`config.mk`:
```
export PLATFORM = sky130hd
export DESIGN_NAME = antialiased_line_rasterizer_core
export DESIGN_NICKNAME = d
export VERILOG_FILES = /design/src/sv/arl_pkg.sv /design/src/sv/arl_ctrl.sv /design/src/sv/arl_datapath.sv /design/src/sv/antialiased_line_rasterizer_core.sv
export SDC_FILE = /design/constraint.sdc
export NUM_CORES = 1
export LEC_CHECK = 0
export ABC_CLOCK_PERIOD_IN_PS = 27200
export BUFFER_PORTS_ARGS = -buffer_cell sky130_fd_sc_hd__buf_2
export CAP_MARGIN = 10
export CORE_ASPECT_RATIO = 0.8
export CORE_MARGIN = 2
export CORE_UTILIZATION = 60
export CTS_CLUSTER_SIZE = 40
export DETAILED_ROUTE_END_ITERATION = 8
export PLACE_DENSITY_LB_ADDON = 0.12
export SLEW_MARGIN = 30
export SYNTH_ARGS = -nofsm -noshare
export SYNTH_HDL_FRONTEND = slang
export SYNTH_SLANG_ARGS = --single-unit
```
`constraint.sdc`:
```
create_clock -name clk -period 27.2 [get_ports clk]
set_clock_uncertainty 0.05 [all_clocks]
set_input_delay 1.36 -clock clk [delete_from_list [all_inputs] [get_ports clk]]
set_output_delay 1.36 -clock clk [all_outputs]
set_load 0.05 [all_outputs]
```
`src/sv/arl_pkg.sv`:
```
// Shared types and constants for the antialiased line rasterizer.
// Used by arl_ctrl, arl_datapath and antialiased_line_rasterizer_core.
`default_nettype none
package arl_pkg;

  localparam int COORD_BITS = 10;
  localparam int FRAC_BITS  = 16;
  localparam int PX_BITS    = 11;
  localparam int LEVEL_BITS = 8;
  localparam int SLOPE_BITS = FRAC_BITS + 2;
  localparam int ACC_BITS   = PX_BITS + FRAC_BITS;
  localparam int DVD_BITS   = COORD_BITS + FRAC_BITS;
  localparam int DIV_STEPS  = DVD_BITS;
  localparam int CNT_BITS   = $clog2(DIV_STEPS);
  localparam int MULT_BITS  = FRAC_BITS + 1 + LEVEL_BITS;

  localparam logic [LEVEL_BITS-1:0] HALF_LEVEL =
    LEVEL_BITS'((((64'd1 << FRAC_BITS) >> 1) * 64'd255) >> FRAC_BITS);
  localparam logic [LEVEL_BITS-1:0] LEVEL_SCALE = LEVEL_BITS'(255);

  localparam logic MODE_LOAD = 1'b0;
  localparam logic MODE_STEP = 1'b1;

  typedef enum logic [1:0] {
    ST_RUN,
    ST_DIV,
    ST_FINISH
  } ctrl_state_t;

  typedef enum logic [1:0] {
    PH_FIRST,
    PH_SECOND,
    PH_INTERIOR
  } phase_t;

  typedef struct packed {
    logic                  mode;
    logic [COORD_BITS-1:0] start_x;
    logic [COORD_BITS-1:0] start_y;
    logic [COORD_BITS-1:0] end_x;
    logic [COORD_BITS-1:0] end_y;
  } in_item_t;

  typedef struct packed {
    logic [PX_BITS-1:0]    near_px_x;
    logic [PX_BITS-1:0]    near_px_y;
    logic [LEVEL_BITS-1:0] near_level;
    logic [PX_BITS-1:0]    far_px_x;
    logic [PX_BITS-1:0]    far_px_y;
    logic [LEVEL_BITS-1:0] far_level;
    logic                  last_column;
  } out_item_t;

  typedef struct packed {
    logic load;
    logic div_step;
    logic div_finish;
    logic emit;
  } dp_cmd_t;

  typedef struct packed {
    logic line_active;
  } dp_status_t;

endpackage
`default_nettype wire

```
`src/sv/arl_ctrl.sv`:
```
// Controller for the line rasterizer: handshakes, divide sequencing, output valid.
// Depends on arl_pkg; drives arl_datapath through dp_cmd_t.
`default_nettype none
module arl_ctrl (
  input  wire logic                 clk,
  input  wire logic                 rst_n,
  input  wire logic                 in_valid,
  input  wire logic                 in_mode,
  output logic                      in_ready,
  output logic                      out_valid,
  input  wire logic                 out_ready,
  input  wire arl_pkg::dp_status_t  status,
  output arl_pkg::dp_cmd_t          cmd
);

  arl_pkg::ctrl_state_t state_r, state_nxt;
  logic [arl_pkg::CNT_BITS-1:0] cnt_r, cnt_nxt;
  logic out_valid_r, out_valid_nxt;
  logic accept;

  always_ff @(posedge clk) begin
    if (!rst_n) begin
      state_r     <= arl_pkg::ST_RUN;
      cnt_r       <= '0;
      out_valid_r <= 1'b0;
    end else begin
      state_r     <= state_nxt;
      cnt_r       <= cnt_nxt;
      out_valid_r <= out_valid_nxt;
    end
  end

  always_comb begin
    state_nxt     = state_r;
    cnt_nxt       = cnt_r;
    out_valid_nxt = out_valid_r;
    cmd           = '0;
    in_ready      = 1'b0;
    accept        = 1'b0;
    // drop the held result once it transfers
    if (out_valid_r && out_ready) begin
      out_valid_nxt = 1'b0;
    end
    unique case (state_r)
      arl_pkg::ST_RUN: begin
        in_ready = !out_valid_r || out_ready;
        accept   = in_valid && in_ready;
        if (accept) begin
          if (in_mode == arl_pkg::MODE_LOAD) begin
            cmd.load  = 1'b1;
            cnt_nxt   = '0;
            state_nxt = arl_pkg::ST_DIV;
          end else if (status.line_active) begin
            cmd.emit      = 1'b1;
            out_valid_nxt = 1'b1;
          end
        end
      end
      arl_pkg::ST_DIV: begin
        cmd.div_step = 1'b1;
        cnt_nxt      = cnt_r + 1'b1;
        if (cnt_r == arl_pkg::CNT_BITS'(arl_pkg::DIV_STEPS - 1)) begin
          state_nxt = arl_pkg::ST_FINISH;
        end
      end
      arl_pkg::ST_FINISH: begin
        cmd.div_finish = 1'b1;
        state_nxt      = arl_pkg::ST_RUN;
      end
      default: begin
        state_nxt = arl_pkg::ST_RUN;
      end
    endcase
  end

  assign out_valid = out_valid_r;

endmodule
`default_nettype wire

```
`src/sv/arl_datapath.sv`:
```
// Datapath for the line rasterizer: endpoint setup, restoring slope divider,
// minor-axis accumulator and result register. Depends on arl_pkg.
`default_nettype none
module arl_datapath (
  input  wire logic                clk,
  input  wire logic                rst_n,
  input  wire arl_pkg::in_item_t   in_data,
  input  wire arl_pkg::dp_cmd_t    cmd,
  output arl_pkg::dp_status_t      status,
  output arl_pkg::out_item_t       out_data
);

  localparam int CB = arl_pkg::COORD_BITS;
  localparam int FB = arl_pkg::FRAC_BITS;
  localparam int PB = arl_pkg::PX_BITS;
  localparam int LB = arl_pkg::LEVEL_BITS;
  localparam int SB = arl_pkg::SLOPE_BITS;
  localparam int AB = arl_pkg::ACC_BITS;
  localparam int DB = arl_pkg::DVD_BITS;
  localparam int MB = arl_pkg::MULT_BITS;

  // line registers
  logic               active_r, active_nxt;
  arl_pkg::phase_t    phase_r, phase_nxt;
  logic               steep_r;
  logic               neg_r;
  logic [CB-1:0]      major_first_r, major_last_r, minor_first_r, minor_last_r;
  logic [CB-1:0]      dx_r;
  logic [CB-1:0]      rem_r;
  logic [DB-1:0]      dvd_r;
  logic [SB-1:0]      slope_r;
  logic [AB-1:0]      accum_r;
  logic [PB-1:0]      cursor_r;
  arl_pkg::out_item_t out_r, out_nxt;

  // load setup
  logic [CB-1:0] adx, ady, a0, b0, a1, b1, ld_dx, ld_mag;
  logic          ld_steep, ld_neg;

  always_comb begin
    adx = (in_data.end_x > in_data.start_x) ? in_data.end_x - in_data.start_x
                                            : in_data.start_x - in_data.end_x;
    ady = (in_data.end_y > in_data.start_y) ? in_data.end_y - in_data.start_y
                                            : in_data.start_y - in_data.end_y;
    ld_steep = ady > adx;
    a0 = ld_steep ? in_data.start_y : in_data.start_x;
    b0 = ld_steep ? in_data.start_x : in_data.start_y;
    a1 = ld_steep ? in_data.end_y   : in_data.end_x;
    b1 = ld_steep ? in_data.end_x   : in_data.end_y;
    if (a0 > a1) begin
      a0 = ld_steep ? in_data.end_y   : in_data.end_x;
      b0 = ld_steep ? in_data.end_x   : in_data.end_y;
      a1 = ld_steep ? in_data.start_y : in_data.start_x;
      b1 = ld_steep ? in_data.start_x : in_data.start_y;
    end
    ld_dx  = a1 - a0;
    ld_neg = b1 < b0;
    ld_mag = ld_neg ? b0 - b1 : b1 - b0;
  end

  // one restoring divide step per cycle; quotient bits shift in below the dividend
  logic [CB:0]   rem_sh;
  logic          q_bit;
  logic [CB-1:0] rem_step;

  always_comb begin
    rem_sh   = {rem_r, dvd_r[DB-1]};
    q_bit    = rem_sh >= {1'b0, dx_r};
    rem_step = q_bit ? CB'(rem_sh - {1'b0, dx_r}) : rem_sh[CB-1:0];
  end

  // finish: signed gradient, 1.0 for a zero-length major span
  logic [FB:0]   g_mag;
  logic [SB-1:0] g_signed;

  always_comb begin
    g_mag    = (dx_r == '0) ? (FB+1)'(1) << FB : dvd_r[FB:0];
    g_signed = neg_r ? SB'(-{1'b0, g_mag}) : {1'b0, g_mag};
  end

  // column emission
  logic [PB-1:0]   col_major, col_minor, far_minor;
  logic [LB-1:0]   col_nl, col_fl;
  logic            col_last;
  logic [FB-1:0]   frac;
  logic [FB:0]     inv_frac;
  logic [MB-1:0]   nl_prod, fl_prod;
  logic [PB:0]     cursor_inc;
  logic [PB-1:0]   first_inc;

  always_comb begin
    frac       = accum_r[FB-1:0];
    inv_frac   = ((FB+1)'(1) << FB) - {1'b0, frac};
    nl_prod    = MB'(inv_frac) * MB'(arl_pkg::LEVEL_SCALE);
    fl_prod    = MB'(frac) * MB'(arl_pkg::LEVEL_SCALE);
    cursor_inc = {1'b0, cursor_r} + 1'b1;
    first_inc  = PB'(major_first_r) + 1'b1;
    col_major  = cursor_r;
    col_minor  = accum_r[AB-1:FB];
    col_nl     = nl_prod[FB +: LB];
    col_fl     = fl_prod[FB +: LB];
    col_last   = cursor_inc >= (PB+1)'(major_last_r);
    phase_nxt  = phase_r;
    active_nxt = active_r;
    unique case (phase_r)
      arl_pkg::PH_FIRST: begin
        col_major = PB'(major_first_r);
        col_minor = PB'(minor_first_r);
        col_nl    = arl_pkg::HALF_LEVEL;
        col_fl    = '0;
        col_last  = 1'b0;
        phase_nxt = arl_pkg::PH_SECOND;
      end
      arl_pkg::PH_SECOND: begin
        col_major = PB'(major_last_r);
        col_minor = PB'(minor_last_r);
        col_nl    = arl_pkg::HALF_LEVEL;
        col_fl    = '0;
        col_last  = PB'(major_last_r) <= first_inc;
        phase_nxt = arl_pkg::PH_INTERIOR;
      end
      arl_pkg::PH_INTERIOR: begin
        phase_nxt = arl_pkg::PH_INTERIOR;
      end
      default: begin
        phase_nxt = arl_pkg::PH_INTERIOR;
      end
    endcase
    far_minor = col_minor + 1'b1;
    if (col_last) begin
      active_nxt = 1'b0;
    end
    out_nxt.last_column = col_last;
    out_nxt.near_level  = col_nl;
    out_nxt.far_level   = col_fl;
    if (steep_r) begin
      out_nxt.near_px_x = col_minor;
      out_nxt.near_px_y = col_major;
      out_nxt.far_px_x  = far_minor;
      out_nxt.far_px_y  = col_major;
    end else begin
      out_nxt.near_px_x = col_major;
      out_nxt.near_px_y = col_minor;
      out_nxt.far_px_x  = col_major;
      out_nxt.far_px_y  = far_minor;
    end
  end

  always_ff @(posedge clk) begin
    if (!rst_n) begin
      active_r <= 1'b0;
      phase_r  <= arl_pkg::PH_FIRST;
    end else if (cmd.load) begin
      active_r <= 1'b0;
      phase_r  <= arl_pkg::PH_FIRST;
    end else if (cmd.div_finish) begin
      active_r <= 1'b1;
      phase_r  <= arl_pkg::PH_FIRST;
    end else if (cmd.emit) begin
      active_r <= active_nxt;
      phase_r  <= phase_nxt;
    end
  end

  always_ff @(posedge clk) begin
    if (cmd.load) begin
      steep_r       <= ld_steep;
      neg_r         <= ld_neg;
      major_first_r <= a0;
      major_last_r  <= a1;
      minor_first_r <= b0;
      minor_last_r  <= b1;
      dx_r          <= ld_dx;
      rem_r         <= '0;
      dvd_r         <= {ld_mag, {FB{1'b0}}};
    end
    if (cmd.div_step) begin
      rem_r <= rem_step;
      dvd_r <= {dvd_r[DB-2:0], q_bit};
    end
    if (cmd.div_finish) begin
      slope_r  <= g_signed;
      accum_r  <= {PB'(minor_first_r), {FB{1'b0}}} + {{(AB-SB){g_signed[SB-1]}}, g_signed};
      cursor_r <= first_inc;
    end
    if (cmd.emit) begin
      out_r <= out_nxt;
      if (phase_r == arl_pkg::PH_INTERIOR) begin
        // advance one interior column
        accum_r  <= accum_r + {{(AB-SB){slope_r[SB-1]}}, slope_r};
        cursor_r <= cursor_inc[PB-1:0];
      end
    end
  end

  assign status.line_active = active_r;
  assign out_data           = out_r;

endmodule
`default_nettype wire

```
`src/sv/antialiased_line_rasterizer_core.sv`:
```
// Top level of the antialiased line rasterizer: controller plus datapath.
// Depends on arl_pkg, arl_ctrl and arl_datapath.
//
// A load item (mode 0) holds off the next item while it is processed: a setup
// step, the bit-per-cycle restoring divider that forms the Q1.16 gradient,
// and a final step to seed the minor accumulator. A step item (mode 1) writes
// its column into the output register on the next edge; steps transfer at one
// per cycle while the result side keeps taking them. A load produces no
// result; a step with no line in progress is accepted and produces none.
// Columns come out as first endpoint, second endpoint, then the interior
// columns, with last_column on the final one.
`default_nettype none
module antialiased_line_rasterizer_core (
  input  wire logic               clk,
  input  wire logic               rst_n,
  input  wire logic               in_valid,
  output logic                    in_ready,
  input  wire arl_pkg::in_item_t  in_data,
  output logic                    out_valid,
  input  wire logic               out_ready,
  output arl_pkg::out_item_t      out_data
);

  arl_pkg::dp_cmd_t    cmd;
  arl_pkg::dp_status_t status;

  arl_ctrl u_ctrl (
    .clk       (clk),
    .rst_n     (rst_n),
    .in_valid  (in_valid),
    .in_mode   (in_data.mode),
    .in_ready  (in_ready),
    .out_valid (out_valid),
    .out_ready (out_ready),
    .status    (status),
    .cmd       (cmd)
  );

  arl_datapath u_datapath (
    .clk      (clk),
    .rst_n    (rst_n),
    .in_data  (in_data),
    .cmd      (cmd),
    .status   (status),
    .out_data (out_data)
  );

  // a load holds off the input side while the divider runs
  assert property (@(posedge clk) disable iff (!rst_n)
    (in_valid && in_ready && (in_data.mode == arl_pkg::MODE_LOAD)) |=> !in_ready)
    else $error("input accepted during slope division");

  // a step on an active line yields a column; the last flag ends the line
  assert property (@(posedge clk) disable iff (!rst_n)
    (in_valid && in_ready && (in_data.mode == arl_pkg::MODE_STEP) && status.line_active)
    |=> (out_valid && (out_data.last_column != status.line_active)))
    else $error("step on active line gave no column or wrong last flag");

  // a step with no line in progress produces nothing
  assert property (@(posedge clk) disable iff (!rst_n)
    (in_valid && in_ready && (in_data.mode == arl_pkg::MODE_STEP) &&
     !status.line_active && (!out_valid || out_ready)) |=> !out_valid)
    else $error("step while idle produced a column");

endmodule
`default_nettype wire

```
### Yosys cells after proc, flatten, opt, wreduce, memory -nomap -nowiden

Index checks and enable logic that the tools add are counted.

| cells by class | value |
|---|---|
| equal/unequal tests | 8 |
| muxes and demuxes | 55 |
| reduce and logical (&&, ||, !) cells | 17 |
| div/mod/pow operators | 0 |
| add/subtract/negate cells | 16 |
| bitwise operators | 1 |
| multiply operators | 2 |
| magnitude comparators | 8 |
| shifts and indexed selects | 0 |

Operators by type and width:

| operator | number |
|---|---|
| $mux 10 | 14 |
| $mux 27 | 3 |
| $sub 10x10->10 | 8 |
| $mux 26 | 2 |
| $mux 22 | 2 |
| $pmux 11 s2 | 2 |
| $gt 10x10->1 | 4 |
| $mux 11 | 3 |
| $add 26x27->27 | 1 |
| $add 27x27->27 | 1 |
| $mul 16x8->24 const B | 1 |
| $mul 17x8->24 const B | 1 |
| $mux 1 | 18 |
| $mux 18 | 1 |
| $neg 17->18 | 1 |
| $mux 17 | 1 |
| $sub 17x16->17 const A | 1 |
| $add 11x1->12 const B | 1 |
| $ge 12x10->1 | 1 |
| $add 10x1->11 const B | 1 |
| $add 11x1->11 const B | 1 |
| $ge 11x10->1 | 1 |
| $le 10x11->1 | 1 |
| $logic_not 10->1 | 1 |
| other kinds (22) | 36 |

| storage, ports and cells | value |
|---|---|
| logic and storage cells | 131 |
| bits in latches | 0 |
| input port bits | 45 |
| bits in writable memories | 0 |
| bits in registers | 216 |
| output and inout bits | 63 |
| memory bits (read-only) | 0 |
| memories kept | 0 |

### Depth between registers and ports, before layout

Gate-level depths: netlist of run 1.

| logic depth | value |
|---|---|
| word-level depth | 10 |
| gate-level depth with buffers | 54 |
| gate-level depth less buffers | 47 |

### Modules after synthesis

From an unflattened synthesis of run 1, not the netlist that was laid out.

| second synthesis, totals | value |
|---|---|
| cells, all modules | 2356 |
| area total of the unflattened synthesis | 22113.7 µm² |

Modules (own cells, without submodules):

| module | times used | seq. area each (µm²) | cells each | area an instance (µm²) |
|---|---|---|---|---|
| arl_datapath | 1 | 5835.6 | 2298 | 21617.0 |
| arl_ctrl | 1 | 160.2 | 58 | 496.7 |

### Worst setup path after synthesis of run 1

No wires, ideal clock.

| timing | value |
|---|---|
| path type | input port to flip-flop |
| start | input in_data[0] (netlist name) |
| end | register u_datapath.dvd_r[21], data pin |
| cell stages on the path | 52 |
| setup time | 261 ps |
| arrival | 11113 ps |
| slack | 15775 ps |
| path buffers | 10 |
| required time | 26889 ps |
| cell sequence | inv_1 > ha_1 > inv_1 > fa_1 > a21o_1 > a21o_1 > a21o_1 > a21oi_1 > o21bai_1 > a21oi_1 > o21a_1 > clkbuf_1 > mux2_2 > o31ai_1 > a21oi_1 > a211oi_1 > xnor2_1 > ha_1 > (+16 left out) > o21ai_2 > buf_4 > clkbuf_1 > clkbuf_1 > nand2_1 > o211ai_1 > nand2_1 > fa_1 > nand3_1 > o41ai_1 > a2111o_1 > o311ai_1 > a311oi_2 > a211oi_2 > buf_6 > mux2_1 > a22oi_1 > nand3_1 |

| between the ends | value |
|---|---|
| cells in the longest elaborated chain, start to end | 10 |
| elaborated cells on any way between the ends | 18 |
| classes of those cells | add/sub (4); order compare (4); mux (10) |

Ends and longest elaborated chain:

| element | RTL line | source |
|---|---|---|
| start: declaration | antialiased_line_rasterizer_core.sv:18 | `input wire arl_pkg::in_item_t in_data,` |
| $sub 10x10->10, or another cell as far along | arl_datapath.sv:44 | `: in_data.start_y - in_data.end_y;` |
| $mux 10 | arl_datapath.sv:43 | `ady = (in_data.end_y > in_data.start_y) ? in_data.end_y - in_data.start_y` |
| $gt 10x10->1 | arl_datapath.sv:45 | `ld_steep = ady > adx;` |
| $mux 10 (on tied branches) | arl_datapath.sv:46, arl_datapath.sv:48 |  |
| $gt 10x10->1 | arl_datapath.sv:50 | `if (a0 > a1) begin` |
| $mux 10 | arl_datapath.sv:50 |  |
| $lt 10x10->1 (*) | arl_datapath.sv:57 | `ld_neg = b1 < b0;` |
| named net u_datapath.ld_neg | arl_datapath.sv:38 | `logic ld_steep, ld_neg;` |
| $mux 10 (*) | arl_datapath.sv:58 | `ld_mag = ld_neg ? b0 - b1 : b1 - b0;` |
| $mux 26 (*) | arl_datapath.sv:166 | `if (cmd.load) begin` |
| $mux 26 (*) | arl_datapath.sv:177 | `if (cmd.div_step) begin` |
| end signal: assignment | arl_datapath.sv:175 | `dvd_r <= {ld_mag, {FB{1'b0}}};` |
| end signal: assignment | arl_datapath.sv:179 | `dvd_r <= {dvd_r[DB-2:0], q_bit};` |
| end: declaration | arl_datapath.sv:30 | `logic [DB-1:0] dvd_r;` |

Mark *: on every way through the listed nets, which the timed path passes. The rest lies on a longest branch. The select of a mux whose other input is x is not followed.
A chain may end at the register's enable or synchronous reset.

### Worst setup path in the final report of run 1

| timing | value |
|---|---|
| start | input in_data[0] (netlist name) |
| end | register u_datapath.dvd_r[21], data pin |

| between the ends | value |
|---|---|
| cells in the longest elaborated chain, start to end | 10 |
| elaborated cells on any way between the ends | 18 |
| classes of those cells | add/sub (4); order compare (4); mux (10) |

Ends and longest elaborated chain:

| element | RTL line |
|---|---|
| $sub 10x10->10, or another cell as far along | arl_datapath.sv:44 |
| $mux 10 | arl_datapath.sv:43 |
| $gt 10x10->1 | arl_datapath.sv:45 |
| $mux 10 (on tied branches) | arl_datapath.sv:46, arl_datapath.sv:48 |
| $gt 10x10->1 | arl_datapath.sv:50 |
| $mux 10 | arl_datapath.sv:50 |
| $sub 10x10->10 or $lt 10x10->1 (tied branches) | arl_datapath.sv:58, arl_datapath.sv:57 |
| $mux 10 (*) | arl_datapath.sv:58 |
| $mux 26 (*) | arl_datapath.sv:166 |
| $mux 26 (*) | arl_datapath.sv:177 |

Every way passes the cells marked *; elsewhere a longest branch is shown, timed or not. The select of a mux whose other input is x is not followed.

==> results of run 1 <==
logic make-up (layout without fill, tap and decap cells):
| kind of cell | count (synthesis) | count (layout) | synth area share [%] |
|---|---|---|---|
| adder cells (fa/ha/maj) | 393 | 393 | 27.4 |
| XOR/XNOR | 137 | 137 | 5.44 |
| multiplexers | 104 | 104 | 4.85 |
| flip-flops | 216 | 216 | 27.2 |
| AO/OA/AOI/OAI | 541 | 541 | 15.7 |
| AND/OR/NAND/NOR | 618 | 618 | 13.2 |
| buffers and inverters | 361 | 453 | 6.25 |
how the worst max path moves through the flow:
| stage | start | to | cells after the start |
|---|---|---|---|
| 6_report | in_data[0] | u_datapath.dvd_r[21] | 45 |
| 5_1_grt | in_data[0] | u_datapath.dvd_r[21] | 46 |
| 4_1_cts | in_data[0] | u_datapath.dvd_r[21] | 46 |
| 3_5_place_dp | in_data[0] | u_datapath.dvd_r[21] | 46 |
| 3_3_place_gp | in_data[0] | u_datapath.dvd_r[21] | 45 |
| 2_1_floorplan | in_data[0] | u_datapath.dvd_r[21] | 52 |
where the power goes:
part	internal (mW)	total (mW)	switching [mW]
Combinational	0.548	1.48	0.929
Clock	0.205	0.345	0.140
Sequential	0.470	0.504	0.0335
cell usage after synthesis, types with 6 or more instances:
cell type	number	area, um2
a211o_1	6	52.6
a211oi_1	27	203
a21o_1	46	345
a21oi_1	174	871
a31oi_1	17	106
and2_1	42	263
and3_1	19	119
buf_1	12	45.0
clkbuf_1	55	206
dfxtp_1	49	981
edfxtp_1	167	5010
fa_1	151	3020
ha_1	238	2980
inv_1	286	1070
mux2_2	9	101
mux2i_1	92	921
nand2_1	170	638
nand2b_1	18	113
nand3_1	45	225
nand4_1	17	106
nor2_1	193	724
nor2b_1	22	138
nor3_1	39	195
o211ai_1	30	225
o21a_1	31	233
o21ai_0	101	505
o21ai_1	10	50.1
o21bai_1	17	128
o31ai_1	12	90.1
or2_2	7	43.8
or3_1	18	113
xnor2_1	86	753
xor2_1	51	447
metal layers:
layer  share of wire (%)  GRT usage, %
met1                  48          49.3
met2                  41          44.6
met3                 9.3          7.15
met4                 2.0          6.86
met5                   0             0
state kept, by name, indices dropped and copies added (netlist names), 10 cells and up:
name and flops:
u_datapath.dvd_r 26, u_datapath.slope_r 18, u_datapath.minor_first_r 10, u_datapath.major_last_r 10, u_datapath.rem_r 10, u_datapath.minor_last_r 10
u_datapath.accum_r 27, u_datapath.major_first_r 10, u_datapath.cursor_r 11, u_datapath.out_data 61, u_datapath.dx_r 10
critical path, delay by kind of cell:
kind | cells | cell delay, ps
AOI/OAI and AO/OA | 23 | 6320
xor gates and xnor gates | 1 | 180
buffers and inverters | 6 | 1200
muxes | 2 | 830
and+or+nand+nor | 7 | 1700
adders and majority gates | 6 | 1960
per-stage QoR:
step | hold slack (ps) | power [mW] | instance area (um2)
2_1_floorplan | 418 | 1.57 | 22100
3_3_place_gp | 429 | 1.91 | 23100
3_5_place_dp | 443 | 1.93 | 23100
4_1_cts | 452 | 2.29 | 23900
5_1_grt | 473 | 2.48 | 23900
6_report | 453 | 2.33 | 23900
area by class of cell:
class,count,area (um2)
clock buffers,32,679
clock inverters,10,153
fillers,2948,12100
inverters,287,1080
multi-input cells,1793,14800
flip-flops and latches,216,6000
well taps,480,601
repair buffers,124,663
==> metrics, run 1 <==
status=finished clean; VDD IR max=101 uV; die width=218 um; Setup Fix Bufs, Post-CTS=0; #FFs+latches synth=216; Avg Vias per Cell=6.04; die area=0.0383 mm2; vias in the first global route=17,000; post-synth cell types=88; CP Launch Type=input port; commonest non-fill, non-tap cell in the layout=inv_1; MaxCap Viol Count=0; Routed Wire Length=59,800 um; first-pass GRT wire length=94,900 um; Syn Std Cell Area=0.0221 mm2; num ports=108; Final Core Density=66.4%; Clock Latency Late Sink=550 ps; final hold vios=0; # resized after CTS=0; hold_buf cts=0; Initial DRC Count=1,613; Site Rows=62; Final setup viols=0; Req. time, crit path=27,440 ps; CTS tree=done; crit path DAT=13,610 ps; Final Wtd Congestion=0.983; max_slew headroom=37.1%; Post-synth EDFFs=167; Remaining DRCs=0; Initial Util=61.2%; Hold Crit Class=reg -> reg; Crit path largest cell delay=820 ps; commonest cells after routing, fill and taps aside=285 x inv_1, 238 x ha_1, 192 x nor2_1, 174 x a21oi_1, 170 x nand2_1; Hold Crit Start=u_datapath.accum_r[16]; IO Port Bufs=107; final net count=2,879; Hold Crit Depth=2; CTS max path bufs=3; Die H=176 um; Syn Area/Cell=9.31 um2; Reg-to-Reg End=u_datapath.out_data[38]; highest clock rate=74.8 MHz; Yosys warnings=0; Synthesized Nets=2,804; largest net degree at the start of global routing=72; worst slew pin tran=943 ps; worst r2r path cells=20; Critical Path End Type=flip-flop; area grow syn2layout=8.44%; Num CTS Buffers=23; Final Non-Filler Cells=2,942; RSZ-0062 raised after global routing=no; routed length per instance=20.3 um; clk slew on worst S/H paths=60 ps; flop2flop setup slack=19,850 ps; WHS Endpoint=u_datapath.accum_r[16]; gr usage total=31.7%; htree depth=1; asr flop ratio synth=0%; CP Max Fanout=71; Vias=17,800; Post-DRT Antenna Nets=0; CTS sink cnt=216; slowest CP cell=a211oi_2; fin crit period=13,370 ps; Detailed Place HPWL=47,800 um; Tcrit/Tclk final=49.2%; post-route setup slack=13,830 ps; core area=0.0361 mm2; critical register-to-register path startpoint=u_datapath.accum_r[1]; Most used DFF post-synth=edfxtp_1; total gr overflow=0; Slew Viols, Final=0; 1st-pass router iterations=6; Fin Setup TNS=0 ps; placed cell count=2,900; sequential cell area fraction in the yosys report=27.2%; Diodes inserted=0; initial antenna violation count=0; Setup WS pre-CTS=13,630 ps; leakage=10.9 nW; PD cells=97.2 mW/mm2; share of layout cells above drive strength 1=8.57%; Clock Tree Root=clkbuf_16; Crit Path Class=in -> reg; cell count after synthesis=2,370
No activity file was read; power rests on OpenSTA's default activity.
==> run 2: changes to the inputs <==
- ABC_CLOCK_PERIOD_IN_PS: 27200 -> 11800
- CORE_UTILIZATION: 60 -> 58
- clock period: 27.2 -> 11.8 ns (I/O delays scaled with it)
==> metrics, run 2 (same netlist as run 1, synthesis figures left out) <==
status=finished clean; commonest non-fill, non-tap cell in the layout=inv_1; Clk pwr share=15.2% (+0.4 points); Num CTS Buffers=25 (+8.7%); Clock Tree Root=clkbuf_16; vias in the first global route=16,900 (-0.58%); Tcrit/Tclk final=94.0%; Site Rows=63 (+1.6%); largest net degree at the start of global routing=65 (-9.7%); final net count=2,893 (+0.49%); 1st-pass router iterations=5 (-1); Crit Path Class=in -> reg; first-pass GRT wire length=94,800 um (-0.10%); Initial Util=59.2% (-2.0 points); Logic pwr share=63.7% (+0.2 points); multi-input logic area=0.0148 mm2 (about the same); CP bufs+invs=6 (unchanged); Routed Wire Length=59,500 um (-0.41%); die width=222 um (+1.7%); Fin Setup TNS=0 ps (unchanged); Setup Fix Bufs, Post-CTS=0 (unchanged); # resized after CTS=0 (unchanged); die area=0.0396 mm2 (+3.4%); final hold vios=0 (unchanged); highest clock rate=90.2 MHz; PD cells=228 mW/mm2 (+130%); htree depth=1 (unchanged); Final setup viols=0 (unchanged); RSZ-0062 raised after global routing=no; leakage=11.0 nW (+0.72%); CP Max Fanout=21 (-70%); share of layout cells above drive strength 1=8.84% (+0.27 points); Clock Latency Late Sink=550 ps (about the same); Crit path largest cell delay=480 ps (-340 ps); worst slew pin tran=1040 ps (+99.0 ps); max_slew headroom=29.8% (-7.3 points); Register Area=0.00600 mm2 (unchanged); CP Launch Type=input port; Remaining DRCs=0 (unchanged); routed length per instance=20.1 um (-1.2%); gr usage total=30.5% (-1.2 points); Avg Vias per Cell=5.96 (-1.2%); num ports=108 (unchanged); Slew Viols, Final=0 (unchanged); CTS sink cnt=216 (unchanged); Vias=17,700 (-0.44%); MaxCap Viol Count=0 (unchanged); crit path DAT=11,440 ps (-2170 ps); Post-DRT Antenna Nets=0 (unchanged); CP top delay family=compound AO/OA/AOI/OAI gates; Die H=178 um (+1.7%); clk slew on worst S/H paths=60 ps (about the same); CTS max path bufs=3 (unchanged); core area=0.0373 mm2 (+3.4%); Net Sw Frac=47.2% (-0.22 points); IO Port Bufs=107 (unchanged); max reg flops=61 (unchanged); commonest cells after routing, fill and taps aside=285 x inv_1, 238 x ha_1, 191 x nor2_1, 174 x a21oi_1, 170 x nand2_1; total gr overflow=0 (unchanged); Sw Pwr=2.59 mW (+130%); hold_buf cts=0 (unchanged); area grow syn2layout=9.04%; Critical Path End Type=flip-flop; Fill cells=3,098 (+5.1%); Final Wtd Congestion=0.996 (+1.3%); Detailed Place HPWL=48,100 um (+0.55%); CTS tree=done; slowest CP cell=o311ai_1; fin crit period=11,090 ps; Req. time, crit path=12,150 ps (-15,290 ps); initial antenna violation count=1 (+1); Seq pwr share=21.1% (-0.6 points); Internal Power=2.89 mW (+140%); Hold Crit Class=in -> reg; total power=5.48 mW (+140%); VDD IR max=215 uV (+110%); Initial DRC Count=1,523 (-5.6%); Diodes inserted=0 (unchanged)
run 2: routing by layer:
metal  GRT usage [%]  vias to the layer above  part of all wire (%)
li1                -                     8420                     -
met1            46.9                     8537                    48
met2            43.6                      652                    41
met3            7.46                       70                   9.6
met4            5.07                        2                   1.5
met5               0                        -                 0.013
run 2: worst paths after layout:
kind	cells after the start	end	slack, ps	startpoint
worst min-delay path	2	u_ctrl.out_valid	310	rst_n
worst max register to register	20	u_datapath.out_data[38]	4510	u_datapath.accum_r[1]
worst min register to register	2	u_ctrl.cnt_r[4]	470	u_ctrl.cnt_r[4]
worst max-delay path	45	u_datapath.dvd_r[21]	710	in_data[0]
run 2: area by class of cell:
class	instances	share of cell area, %
clock inverter	13	0.868
timing repair buffer	136	3.13
tap	487	2.53
multi-input combinational	1793	61.3
sequential	216	24.9
inverter	287	4.49
clock buffer	33	2.77
run 2: worst register-to-register path, cell delays in order, from the launching register on:
cell and delay, ps:
dfxtp_1 410, inv_1 250, ha_1 180, nor2b_1 320, nand3_1 190, nor2_1 270
nand3_1 240, xnor2_1 710, fa_1 640, fa_1 540, fa_1 520, fa_1 500
ha_1 350, o2111ai_1 170, a211oi_1 440, nor2_1 140, a21oi_1 510, a21o_1 220
o41ai_1 100, xnor2_1 140, and2_1 160
run 2: power by group through the flow:
stage               clock network [mW]  logic (mW)  registers, mW
finish                           0.832        3.49           1.16
CTS                              0.842        3.39           1.16
floorplan                            0        2.48           1.14
detailed placement                   0        3.36           1.17
global route                     0.877        3.79           1.17
global placement                     0        3.34           1.17
run 2: metrics by stage:
stage	cell area [um2]	util (%)	setup WS (ps)	instances	hold WS (ps)
floorplan	22100	-	1150	2370	418
global placement	23200	62.2	797	2919	433
detailed placement	23200	62.2	434	2919	442
CTS	24100	64.5	933	2965	288
global route	24100	64.6	33.5	2965	307
finish	24100	64.6	714	2965	305
